**src/design/alm_pkg.sv**
```systemverilog
// shared types and constants of the alarm table scheduler
package alm_pkg;

    localparam int ALARM_SLOTS = 8;
    localparam int IDX_W       = (ALARM_SLOTS > 1) ? $clog2(ALARM_SLOTS) : 1;
    localparam int EVENT_W     = 8;
    localparam int DELAY_W     = 31;
    localparam int AUX_W       = 32;
    localparam int TIME_W      = 64;

    localparam logic [IDX_W-1:0] IDX_LAST = IDX_W'(ALARM_SLOTS - 1);

    // function codes of an input item
    localparam logic FUNC_ACTIVATE = 1'b0;
    localparam logic FUNC_TICK     = 1'b1;

    // result kinds
    localparam logic KIND_FIRED    = 1'b0;
    localparam logic KIND_OVERFLOW = 1'b1;

    typedef enum logic [1:0] {
        ST_IDLE,
        ST_SCAN,
        ST_FLUSH
    } t_state;

    // contents of one alarm slot
    typedef struct packed {
        logic [EVENT_W-1:0] event_id;
        logic [AUX_W-1:0]   aux;
        logic [DELAY_W-1:0] delay;
        logic               periodic;
        logic [TIME_W-1:0]  start;
    } t_slot;

    // slot table update command
    typedef struct packed {
        logic             fill;
        logic             rearm;
        logic             clear;
        logic [IDX_W-1:0] addr;
    } t_store_cmd;

    // result of the shared compare unit
    typedef struct packed {
        logic ev_match;
        logic due;
    } t_cmp_res;

endpackage

```
**src/design/alm_store.sv**
```systemverilog
// alarm slot table: slot memories with registered read and per-slot valid flags
module alm_store (
    input  logic                               i_clk,
    input  logic                               i_rst_n,
    input  alm_pkg::t_store_cmd                i_cmd,
    input  alm_pkg::t_slot                     i_wr_data,
    input  logic [alm_pkg::IDX_W-1:0]          i_rd_addr,
    output alm_pkg::t_slot                     o_rd_data,
    output logic [alm_pkg::ALARM_SLOTS-1:0]    o_valid_vec
);

    logic [alm_pkg::EVENT_W-1:0] r_mem_event    [alm_pkg::ALARM_SLOTS];
    logic [alm_pkg::AUX_W-1:0]   r_mem_aux      [alm_pkg::ALARM_SLOTS];
    logic [alm_pkg::DELAY_W-1:0] r_mem_delay    [alm_pkg::ALARM_SLOTS];
    logic                        r_mem_periodic [alm_pkg::ALARM_SLOTS];
    logic [alm_pkg::TIME_W-1:0]  r_mem_start    [alm_pkg::ALARM_SLOTS];
    alm_pkg::t_slot              r_rd;
    logic [alm_pkg::ALARM_SLOTS-1:0] r_valid;

    // slot memory writes and registered read
    always_ff @(posedge i_clk) begin
        if (i_cmd.fill) begin
            r_mem_event[i_cmd.addr]    <= i_wr_data.event_id;
            r_mem_aux[i_cmd.addr]      <= i_wr_data.aux;
            r_mem_delay[i_cmd.addr]    <= i_wr_data.delay;
            r_mem_periodic[i_cmd.addr] <= i_wr_data.periodic;
        end
        if (i_cmd.fill || i_cmd.rearm) begin
            r_mem_start[i_cmd.addr] <= i_wr_data.start;
        end
        r_rd.event_id <= r_mem_event[i_rd_addr];
        r_rd.aux      <= r_mem_aux[i_rd_addr];
        r_rd.delay    <= r_mem_delay[i_rd_addr];
        r_rd.periodic <= r_mem_periodic[i_rd_addr];
        r_rd.start    <= r_mem_start[i_rd_addr];
    end

    // valid flags, cleared at reset
    always_ff @(posedge i_clk) begin
        if (!i_rst_n) begin
            r_valid <= '0;
        end else begin
            if (i_cmd.fill) begin
                r_valid[i_cmd.addr] <= 1'b1;
            end else if (i_cmd.clear) begin
                r_valid[i_cmd.addr] <= 1'b0;
            end
        end
    end

    assign o_rd_data   = r_rd;
    assign o_valid_vec = r_valid;

endmodule

```
**src/design/alm_cmp.sv**
```systemverilog
// shared compare unit: elapsed time against delay, event id match
module alm_cmp (
    input  alm_pkg::t_slot              i_slot,
    input  logic [alm_pkg::EVENT_W-1:0] i_event_id,
    input  logic [alm_pkg::TIME_W-1:0]  i_now,
    output alm_pkg::t_cmp_res           o_res
);

    logic [alm_pkg::TIME_W-1:0] elapsed;

    // wrapping elapsed time, then one wide compare
    always_comb begin
        elapsed        = i_now - i_slot.start;
        o_res.due      = (elapsed >= alm_pkg::TIME_W'(i_slot.delay));
        o_res.ev_match = (i_slot.event_id == i_event_id);
    end

endmodule

```
**src/design/alm_ctrl.sv**
```systemverilog
// scan sequencer: one slot per cycle unless the output stalls, builds result items
module alm_ctrl (
    input  logic                             i_clk,
    input  logic                             i_rst_n,
    input  logic                             i_in_valid,
    output logic                             o_in_stall,
    input  logic                             i_func,
    input  logic [alm_pkg::EVENT_W-1:0]      i_event_id,
    input  logic [alm_pkg::DELAY_W-1:0]      i_delay,
    input  logic                             i_periodic,
    input  logic [alm_pkg::AUX_W-1:0]        i_aux_data,
    input  logic [alm_pkg::TIME_W-1:0]       i_now,
    output logic                             o_out_valid,
    input  logic                             i_out_stall,
    output logic                             o_kind,
    output logic [alm_pkg::EVENT_W-1:0]      o_out_event,
    output logic [alm_pkg::AUX_W-1:0]        o_out_aux,
    output logic                             o_last,
    output logic                             o_none_active,
    output alm_pkg::t_store_cmd              o_cmd,
    output alm_pkg::t_slot                   o_wr_data,
    output logic [alm_pkg::IDX_W-1:0]        o_rd_addr,
    input  alm_pkg::t_slot                   i_rd_data,
    input  logic [alm_pkg::ALARM_SLOTS-1:0]  i_valid_vec,
    output logic [alm_pkg::EVENT_W-1:0]      o_cmp_event,
    output logic [alm_pkg::TIME_W-1:0]       o_cmp_now,
    input  alm_pkg::t_cmp_res                i_cmp
);

    alm_pkg::t_state r_state, n_state;

    logic [alm_pkg::IDX_W-1:0]   r_idx, n_idx;
    logic                        r_func, n_func;
    logic [alm_pkg::EVENT_W-1:0] r_ev, n_ev;
    logic [alm_pkg::DELAY_W-1:0] r_dly, n_dly;
    logic                        r_per, n_per;
    logic [alm_pkg::AUX_W-1:0]   r_aux, n_aux;
    logic [alm_pkg::TIME_W-1:0]  r_now, n_now;
    logic                        r_have_free, n_have_free;
    logic [alm_pkg::IDX_W-1:0]   r_free_idx, n_free_idx;

    // pending result, held until it is known whether it is the last one
    logic                        r_p_valid, n_p_valid;
    logic                        r_p_kind, n_p_kind;
    logic [alm_pkg::EVENT_W-1:0] r_p_event, n_p_event;
    logic [alm_pkg::AUX_W-1:0]   r_p_aux, n_p_aux;
    logic                        r_p_none, n_p_none;

    // output register
    logic                        r_o_valid, n_o_valid;
    logic                        r_o_kind, n_o_kind;
    logic [alm_pkg::EVENT_W-1:0] r_o_event, n_o_event;
    logic [alm_pkg::AUX_W-1:0]   r_o_aux, n_o_aux;
    logic                        r_o_last, n_o_last;
    logic                        r_o_none, n_o_none;

    logic                             accept;
    logic                             is_last;
    logic                             out_free;
    logic                             slot_v;
    logic                             fire;
    logic                             step_ok;
    logic                             act_match;
    logic                             cancel;
    logic                             have_free_now;
    logic [alm_pkg::IDX_W-1:0]        free_addr;
    logic [alm_pkg::ALARM_SLOTS-1:0]  v_after;

    // scan conditions
    always_comb begin
        accept        = i_in_valid && (r_state == alm_pkg::ST_IDLE);
        is_last       = (r_idx == alm_pkg::IDX_LAST);
        out_free      = !r_o_valid || !i_out_stall;
        slot_v        = i_valid_vec[r_idx];
        fire          = (r_func == alm_pkg::FUNC_TICK) && slot_v && i_cmp.due;
        step_ok       = !fire || !r_p_valid || out_free;
        act_match     = (r_func == alm_pkg::FUNC_ACTIVATE) && slot_v && i_cmp.ev_match;
        cancel        = (r_dly == '0) && !r_per;
        have_free_now = r_have_free || !slot_v;
        free_addr     = r_have_free ? r_free_idx : r_idx;
        v_after       = i_valid_vec;
        if (!i_rd_data.periodic) begin
            v_after[r_idx] = 1'b0;
        end
    end

    // next state
    always_comb begin
        n_state = r_state;
        unique case (r_state)
            alm_pkg::ST_IDLE: begin
                if (accept) begin
                    n_state = alm_pkg::ST_SCAN;
                end
            end
            alm_pkg::ST_SCAN: begin
                if (r_func == alm_pkg::FUNC_ACTIVATE) begin
                    if (act_match) begin
                        n_state = alm_pkg::ST_IDLE;
                    end else if (is_last) begin
                        n_state = (cancel || have_free_now) ? alm_pkg::ST_IDLE
                                                            : alm_pkg::ST_FLUSH;
                    end
                end else if (step_ok && is_last) begin
                    n_state = (fire || r_p_valid) ? alm_pkg::ST_FLUSH : alm_pkg::ST_IDLE;
                end
            end
            alm_pkg::ST_FLUSH: begin
                if (out_free) begin
                    n_state = alm_pkg::ST_IDLE;
                end
            end
            default: n_state = alm_pkg::ST_IDLE;
        endcase
    end

    // datapath, table commands and results
    always_comb begin
        n_idx       = r_idx;
        n_func      = r_func;
        n_ev        = r_ev;
        n_dly       = r_dly;
        n_per       = r_per;
        n_aux       = r_aux;
        n_now       = r_now;
        n_have_free = r_have_free;
        n_free_idx  = r_free_idx;
        n_p_valid   = r_p_valid;
        n_p_kind    = r_p_kind;
        n_p_event   = r_p_event;
        n_p_aux     = r_p_aux;
        n_p_none    = r_p_none;
        n_o_valid   = r_o_valid;
        n_o_kind    = r_o_kind;
        n_o_event   = r_o_event;
        n_o_aux     = r_o_aux;
        n_o_last    = r_o_last;
        n_o_none    = r_o_none;
        o_cmd       = '0;
        o_rd_addr   = '0;

        // result taken downstream
        if (r_o_valid && !i_out_stall) begin
            n_o_valid = 1'b0;
        end

        unique case (r_state)
            alm_pkg::ST_IDLE: begin
                if (accept) begin
                    n_func      = i_func;
                    n_ev        = i_event_id;
                    n_dly       = i_delay;
                    n_per       = i_periodic;
                    n_aux       = i_aux_data;
                    n_now       = i_now;
                    n_idx       = '0;
                    n_have_free = 1'b0;
                    n_p_valid   = 1'b0;
                end
            end
            alm_pkg::ST_SCAN: begin
                o_rd_addr = r_idx;
                if (r_func == alm_pkg::FUNC_ACTIVATE) begin
                    // look for the same event id, remember the first free slot
                    if (act_match) begin
                        o_cmd.addr  = r_idx;
                        o_cmd.clear = cancel;
                        o_cmd.fill  = !cancel;
                    end else begin
                        if (!slot_v && !r_have_free) begin
                            n_have_free = 1'b1;
                            n_free_idx  = r_idx;
                        end
                        if (is_last) begin
                            if (!cancel && have_free_now) begin
                                o_cmd.addr = free_addr;
                                o_cmd.fill = 1'b1;
                            end else if (!cancel) begin
                                // table full
                                n_p_valid = 1'b1;
                                n_p_kind  = alm_pkg::KIND_OVERFLOW;
                                n_p_event = '0;
                                n_p_aux   = '0;
                                n_p_none  = 1'b0;
                            end
                        end else begin
                            n_idx     = r_idx + 1'b1;
                            o_rd_addr = r_idx + 1'b1;
                        end
                    end
                end else if (step_ok) begin
                    // tick: fire due alarms, earlier pending result is not last
                    if (fire) begin
                        if (r_p_valid) begin
                            n_o_valid = 1'b1;
                            n_o_kind  = r_p_kind;
                            n_o_event = r_p_event;
                            n_o_aux   = r_p_aux;
                            n_o_last  = 1'b0;
                            n_o_none  = r_p_none;
                        end
                        n_p_valid   = 1'b1;
                        n_p_kind    = alm_pkg::KIND_FIRED;
                        n_p_event   = i_rd_data.event_id;
                        n_p_aux     = i_rd_data.aux;
                        n_p_none    = ~|v_after;
                        o_cmd.addr  = r_idx;
                        o_cmd.rearm = i_rd_data.periodic;
                        o_cmd.clear = !i_rd_data.periodic;
                    end
                    if (!is_last) begin
                        n_idx     = r_idx + 1'b1;
                        o_rd_addr = r_idx + 1'b1;
                    end
                end
            end
            alm_pkg::ST_FLUSH: begin
                if (out_free) begin
                    n_o_valid = 1'b1;
                    n_o_kind  = r_p_kind;
                    n_o_event = r_p_event;
                    n_o_aux   = r_p_aux;
                    n_o_last  = 1'b1;
                    n_o_none  = r_p_none;
                    n_p_valid = 1'b0;
                end
            end
            default: ;
        endcase
    end

    // control registers
    always_ff @(posedge i_clk) begin
        if (!i_rst_n) begin
            r_state     <= alm_pkg::ST_IDLE;
            r_have_free <= 1'b0;
            r_p_valid   <= 1'b0;
            r_o_valid   <= 1'b0;
        end else begin
            r_state     <= n_state;
            r_have_free <= n_have_free;
            r_p_valid   <= n_p_valid;
            r_o_valid   <= n_o_valid;
        end
    end

    // payload registers
    always_ff @(posedge i_clk) begin
        r_idx      <= n_idx;
        r_func     <= n_func;
        r_ev       <= n_ev;
        r_dly      <= n_dly;
        r_per      <= n_per;
        r_aux      <= n_aux;
        r_now      <= n_now;
        r_free_idx <= n_free_idx;
        r_p_kind   <= n_p_kind;
        r_p_event  <= n_p_event;
        r_p_aux    <= n_p_aux;
        r_p_none   <= n_p_none;
        r_o_kind   <= n_o_kind;
        r_o_event  <= n_o_event;
        r_o_aux    <= n_o_aux;
        r_o_last   <= n_o_last;
        r_o_none   <= n_o_none;
    end

    assign o_in_stall         = (r_state != alm_pkg::ST_IDLE);
    assign o_out_valid        = r_o_valid;
    assign o_kind             = r_o_kind;
    assign o_out_event        = r_o_event;
    assign o_out_aux          = r_o_aux;
    assign o_last             = r_o_last;
    assign o_none_active      = r_o_none;
    assign o_wr_data.event_id = r_ev;
    assign o_wr_data.aux      = r_aux;
    assign o_wr_data.delay    = r_dly;
    assign o_wr_data.periodic = r_per;
    assign o_wr_data.start    = r_now;
    assign o_cmp_event        = r_ev;
    assign o_cmp_now          = r_now;

endmodule

```
**src/design/alarm_table_scheduler.sv**
```systemverilog
// top level of the alarm table scheduler
//
//  channel  | direction | handshake                  | payload
//  ---------+-----------+----------------------------+------------------------------------
//  in       | input     | i_in_valid / o_in_stall    | func, event_id, delay, periodic,
//           |           |                            | aux_data, now
//  out      | output    | o_out_valid / i_out_stall  | kind, out_event, out_aux, last,
//           |           |                            | none_active
//
// an item is accepted in idle and then visits the slots in turn: the scan walks the
// slot table through its single read port and the one shared compare unit, so a tick
// visits every slot; its last result, or an activate's overflow, goes out from flush.
// an activate stops at the slot holding its event id.
// reset clears the valid flags at once; no clearing pass is needed.
// a stall on the output holds the scan at the next due slot; a finished result may
// wait in the output register while the next item is accepted.
module alarm_table_scheduler (
    input  logic                        i_clk,
    input  logic                        i_rst_n,
    input  logic                        i_in_valid,
    output logic                        o_in_stall,
    input  logic                        i_func,
    input  logic [alm_pkg::EVENT_W-1:0] i_event_id,
    input  logic [alm_pkg::DELAY_W-1:0] i_delay,
    input  logic                        i_periodic,
    input  logic [alm_pkg::AUX_W-1:0]   i_aux_data,
    input  logic [alm_pkg::TIME_W-1:0]  i_now,
    output logic                        o_out_valid,
    input  logic                        i_out_stall,
    output logic                        o_kind,
    output logic [alm_pkg::EVENT_W-1:0] o_out_event,
    output logic [alm_pkg::AUX_W-1:0]   o_out_aux,
    output logic                        o_last,
    output logic                        o_none_active
);

    alm_pkg::t_store_cmd                store_cmd;
    alm_pkg::t_slot                     wr_data;
    alm_pkg::t_slot                     rd_data;
    logic [alm_pkg::IDX_W-1:0]          rd_addr;
    logic [alm_pkg::ALARM_SLOTS-1:0]    valid_vec;
    logic [alm_pkg::EVENT_W-1:0]        cmp_event;
    logic [alm_pkg::TIME_W-1:0]         cmp_now;
    alm_pkg::t_cmp_res                  cmp_res;

    // slot table
    alm_store u_store (
        .i_clk       (i_clk),
        .i_rst_n     (i_rst_n),
        .i_cmd       (store_cmd),
        .i_wr_data   (wr_data),
        .i_rd_addr   (rd_addr),
        .o_rd_data   (rd_data),
        .o_valid_vec (valid_vec)
    );

    // shared compare unit
    alm_cmp u_cmp (
        .i_slot     (rd_data),
        .i_event_id (cmp_event),
        .i_now      (cmp_now),
        .o_res      (cmp_res)
    );

    // scan sequencer
    alm_ctrl u_ctrl (
        .i_clk         (i_clk),
        .i_rst_n       (i_rst_n),
        .i_in_valid    (i_in_valid),
        .o_in_stall    (o_in_stall),
        .i_func        (i_func),
        .i_event_id    (i_event_id),
        .i_delay       (i_delay),
        .i_periodic    (i_periodic),
        .i_aux_data    (i_aux_data),
        .i_now         (i_now),
        .o_out_valid   (o_out_valid),
        .i_out_stall   (i_out_stall),
        .o_kind        (o_kind),
        .o_out_event   (o_out_event),
        .o_out_aux     (o_out_aux),
        .o_last        (o_last),
        .o_none_active (o_none_active),
        .o_cmd         (store_cmd),
        .o_wr_data     (wr_data),
        .o_rd_addr     (rd_addr),
        .i_rd_data     (rd_data),
        .i_valid_vec   (valid_vec),
        .o_cmp_event   (cmp_event),
        .o_cmp_now     (cmp_now),
        .i_cmp         (cmp_res)
    );

endmodule
```
**config.mk**
```make
export PLATFORM = sky130hd
export DESIGN_NAME = alarm_table_scheduler
export DESIGN_NICKNAME = d
export VERILOG_FILES = /design/src/design/alm_pkg.sv /design/src/design/alm_store.sv /design/src/design/alm_cmp.sv /design/src/design/alm_ctrl.sv /design/src/design/alarm_table_scheduler.sv
export SDC_FILE = /design/constraint.sdc
export NUM_CORES = 2
export LEC_CHECK = 0
export BUFFER_PORTS_ARGS = -buffer_cell sky130_fd_sc_hd__buf_2
export CAP_MARGIN = 25
export CORE_MARGIN = 2
export CORE_UTILIZATION = 35
export CTS_CLUSTER_SIZE = 8
export DETAILED_ROUTE_END_ITERATION = 16
export PLACE_DENSITY_LB_ADDON = 0.25
export SLEW_MARGIN = 10
export SYNTH_ARGS = -nofsm -noshare
export SYNTH_HDL_FRONTEND = slang
export SYNTH_SLANG_ARGS = --single-unit
```
**constraint.sdc**
```tcl
create_clock -name i_clk -period 8.4 [get_ports i_clk]
set_input_delay 1.68 -clock i_clk [delete_from_list [all_inputs] [get_ports i_clk]]
set_output_delay 1.68 -clock i_clk [all_outputs]
set_load 0.01 [all_outputs]
```
==> reports/results.ini <==
[power]
vdd_drop_max_mv = 0.190
power_density_nw_per_um2 = 310
total_power_uw = 22800
leakagePower_uw = 0.0240

[final_layout]
final_common_cell = edfxtp_1
seqCellArea_um2 = 42500
layout_common_cells = edfxtp_1 (1316), o21ai_0 (346), and3_1 (277)
syn2layout_area_growth_pct = 15.0
post-route-cell-area_um2 = 73500
fin_cells = 7218
nets = 4921
multiInputGateArea_um2 = 19200
fill_cells = 16800
layout-drive-gt1-share_pct = 14.1

[placement]
io_buffer_count = 185
post-place-cells = 6845
dp_hpwl_mm = 105
gp_congestion = 0.927
place_ws_ns = 0.915
dpl-instance-area_um2 = 67400

[cts]
root_buffer = clkbuf_16
cts_hold_buf = 0
clk_pin_slew_worst_paths_ns = 0.05
cts.path.max_buffers = 3
cts_resized = 0
numCtsBuffers = 202
cts_tree = done
htree_levels = 4
cts_setup_buffers = 0
clkSinkCount = 1465
worst_skew_pair.late_latency_ns = 0.87

[status]
status = complete, no violations

[logic_synthesis]
synth_compound_area_share_pct = 20.6
synthArstFlopShare_pct = 0
ys_warn_count = 0
synth_top_family_by_area = compound AO/OA/AOI/OAI gates
yosys.area_share.simple_pct = 6.14
synth_edf_count = 1316
synth_area_leaders = edfxtp_1 (62%), dfxtp_1 (4.7%), o221ai_1 (3.7%)
syn_nets = 4878
syn_avg_cell_area_um2 = 13.8
netlist_area_um2 = 63900
ys.flop_type = edfxtp_1
synthCells = 4638
muxShareOfSynthArea_pct = 0.278
synthAdderAreaFrac_pct = 1.95
synth_cell_types = 89
synth.top_cell.area_share_pct = 61.9
yosysSeqAreaShare_pct = 66.5
synth_xor_area_share_pct = 0.713
yosysTopAreaCell = edfxtp_1
synth-seq-cells = 1465

[detailed_routing]
antenna_violating_nets_post_route = 0
via_per_inst = 5.85
drc = 0
first_iter_violations = 3496
first_pass_iters = 6
wire_per_inst_um = 26.5
vias = 42200
wl_mm = 191

[floorplanning]
die_w_um = 431
ios = 186
core_um2 = 181000
die_area_um2 = 186000
rows = 156
start_util_pct = 35.3
die_height_um = 431

[timing]
slew-limit-headroom_pct = 24.7
finalClockSkew_ns = 0.0813
final_hold_viol_count = 0
drv_slew = 0
timing.final.crit_share_pct = 89.4
setup_slack_ns = 0.892
fmax_mhz = 133
period_minus_slack_ns = 7.51
rsz0062_at_grt = no
worstMarginPinSlew_ns = 1.13
setup_viol = 0
final.setup.tns_ns = 0

[setup_path]
critPathBufInv = 1
cp_max_fo = 36
path_cells = ha_1 > nand4_1 > nor3_1 > a211oi_4 > a41oi_1 > a21oi_1 > o21ai_0 > xor2_1 > ha_1 > a2111oi_0 > o21ai_0 > a221oi_1 > o311ai_0 > a211oi_1 > nand4_2 > or3_4 > nand2b_4 > nand2_8 > buf_4 > a211oi_1 > o31ai_1
critPathTopFamily = compound AO/OA/AOI/OAI gates
worstSetupPathType = flip-flop to flip-flop
critPathMaxStageDelay_ns = 0.65
crit_slowest_cell = a41oi_1
required_ns = 9.06
crit_arrival_ns = 8.16
worstSetupEndpointType = flip-flop
cp-start-kind = flip-flop

[global_routing]
antenna_found_initial = 10
gr-total-overflow = 0
first_global_vias = 42400
track_usage_pct = 20.1
grt_start_max_net_pins = 231
grt_pass1_wl_mm = 284

[flow_run]
drv_cap = 0

[worst_hold_path]
hold_path.class = flip-flop to flip-flop

-- registers in the layout, summed over array words and instances (netlist names), 2 cells and up, named ones only --
name / count
u_ctrl.r_idx: 3
u_store.r_mem_start: 512
u_store.r_mem_periodic: 8
u_ctrl.o_out_aux: 32
u_ctrl.r_dly: 31
u_ctrl.o_cmp_now: 64
u_ctrl.o_out_event: 8
u_store.r_mem_event: 64
u_ctrl.o_cmp_event: 8
u_ctrl.r_p_event: 8
u_store.r_mem_delay: 248
u_ctrl.r_aux: 32
u_ctrl.r_state: 2
u_ctrl.r_p_aux: 32
u_store.r_mem_aux: 256
u_store.o_rd_data: 136
u_ctrl.r_free_idx: 3
-- routing by layer --
| layer | part of all wire (%) | vias up | track usage (%) |
|---|---|---|---|
| met3 | 6.1 | 343 | 3.67 |
| met4 | 3.3 | 6 | 7.17 |
| li1 | - | 18800 | - |
| met5 | 0.014 | - | 0 |
| met1 | 44 | 21500 | 27.5 |
| met2 | 47 | 1535 | 32.1 |
-- cells in the mapped netlist, types with 8 or more instances --
cell      count
a211oi_1    251
a211oi_2     31
a21boi_0    259
a21boi_1     19
a21o_1       24
a21oi_1     112
a21oi_2       9
a31oi_1      16
and2_1       44
and3_1      277
and4_1        8
buf_2        99
buf_4        35
buf_6        11
clkbuf_1    290
dfxtp_1     149
edfxtp_1   1316
ha_1         98
inv_1       120
mux2i_1      11
nand2_1     104
nand2b_1     20
nand3_1      16
nand4_1      45
nor2_1       94
nor3_1       27
nor4_1       21
o211ai_1     10
o21a_1       30
o21ai_0     346
o21ai_1      15
o21bai_1     10
o221ai_1    273
o31ai_1      56
o31ai_2      85
o32ai_1     136
xnor2_1      25
xor2_1       27
-- per-stage QoR --
stage / hold WS [ns] / utilization [%]
after floorplan: 0.400 / -
after global placement: 0.402 / 37.2
after detailed placement: 0.405 / 37.2
after CTS: 0.416 / 40.5
after global routing: 0.422 / 40.5
final: 0.416 / 40.6
-- worst paths after layout --
| kind | start | end | slack [ns] | cells after the start |
|---|---|---|---|---|
| min | u_ctrl.r_p_aux[26]$_SDFFCE_PN0P_ | u_ctrl.o_out_aux[26]$_DFFE_PP_ | 0.42 | 0 |
| max | u_ctrl.o_cmp_now[7]$_DFFE_PP_ | u_store.o_rd_data[63]$_DFF_P_ | 0.89 | 21 |
| min reg2reg | u_ctrl.r_p_aux[26]$_SDFFCE_PN0P_ | u_ctrl.o_out_aux[26]$_DFFE_PP_ | 0.42 | 0 |
| max reg2reg | u_ctrl.o_cmp_now[7]$_DFFE_PP_ | u_store.o_rd_data[63]$_DFF_P_ | 0.89 | 21 |
-- kinds of logic (layout without fill, tap and decap cells) --
group / count (synthesis) / in the layout
mux: 15 / 15
other cells: 0 / 1
buf+inv: 563 / 772
flops: 1465 / 1465
xor+xnor: 52 / 52
compound gates: 1744 / 1744
simple gates: 700 / 700
fa+ha+maj: 99 / 99
-- worst reg2reg max path: stages (launching register included) --
cell	delay [ns]
edfxtp_1	0.51
ha_1	0.49
nand4_1	0.23
nor3_1	0.37
a211oi_4	0.11
a41oi_1	0.65
a21oi_1	0.20
o21ai_0	0.26
xor2_1	0.19
ha_1	0.26
a2111oi_0	0.39
o21ai_0	0.14
a221oi_1	0.31
o311ai_0	0.24
a211oi_1	0.37
nand4_2	0.33
or3_4	0.58
nand2b_4	0.34
nand2_8	0.30
buf_4	0.33
a211oi_1	0.62
o31ai_1	0.12
-- final cells by class --
class / instances / share of cell area [%]
Sequential cell: 1465 / 57.9
Clock inverter: 18 / 0.523
Tap cell: 2370 / 4.04
Multi-Input combinational cell: 2610 / 26.1
Timing Repair Buffer: 281 / 3.14
Antenna cell: 1 / 0.00341
Clock buffer: 352 / 7.68
Inverter: 121 / 0.639
-- where the power goes --
part / switching (uW) / internal (uW) / leakage (uW)
logic: 3990 / 2040 / 0.00793
registers: 458 / 8570 / 0.0132
clock network: 3180 / 4530 / 0.00283
No activity file was read; power rests on OpenSTA's default activity.
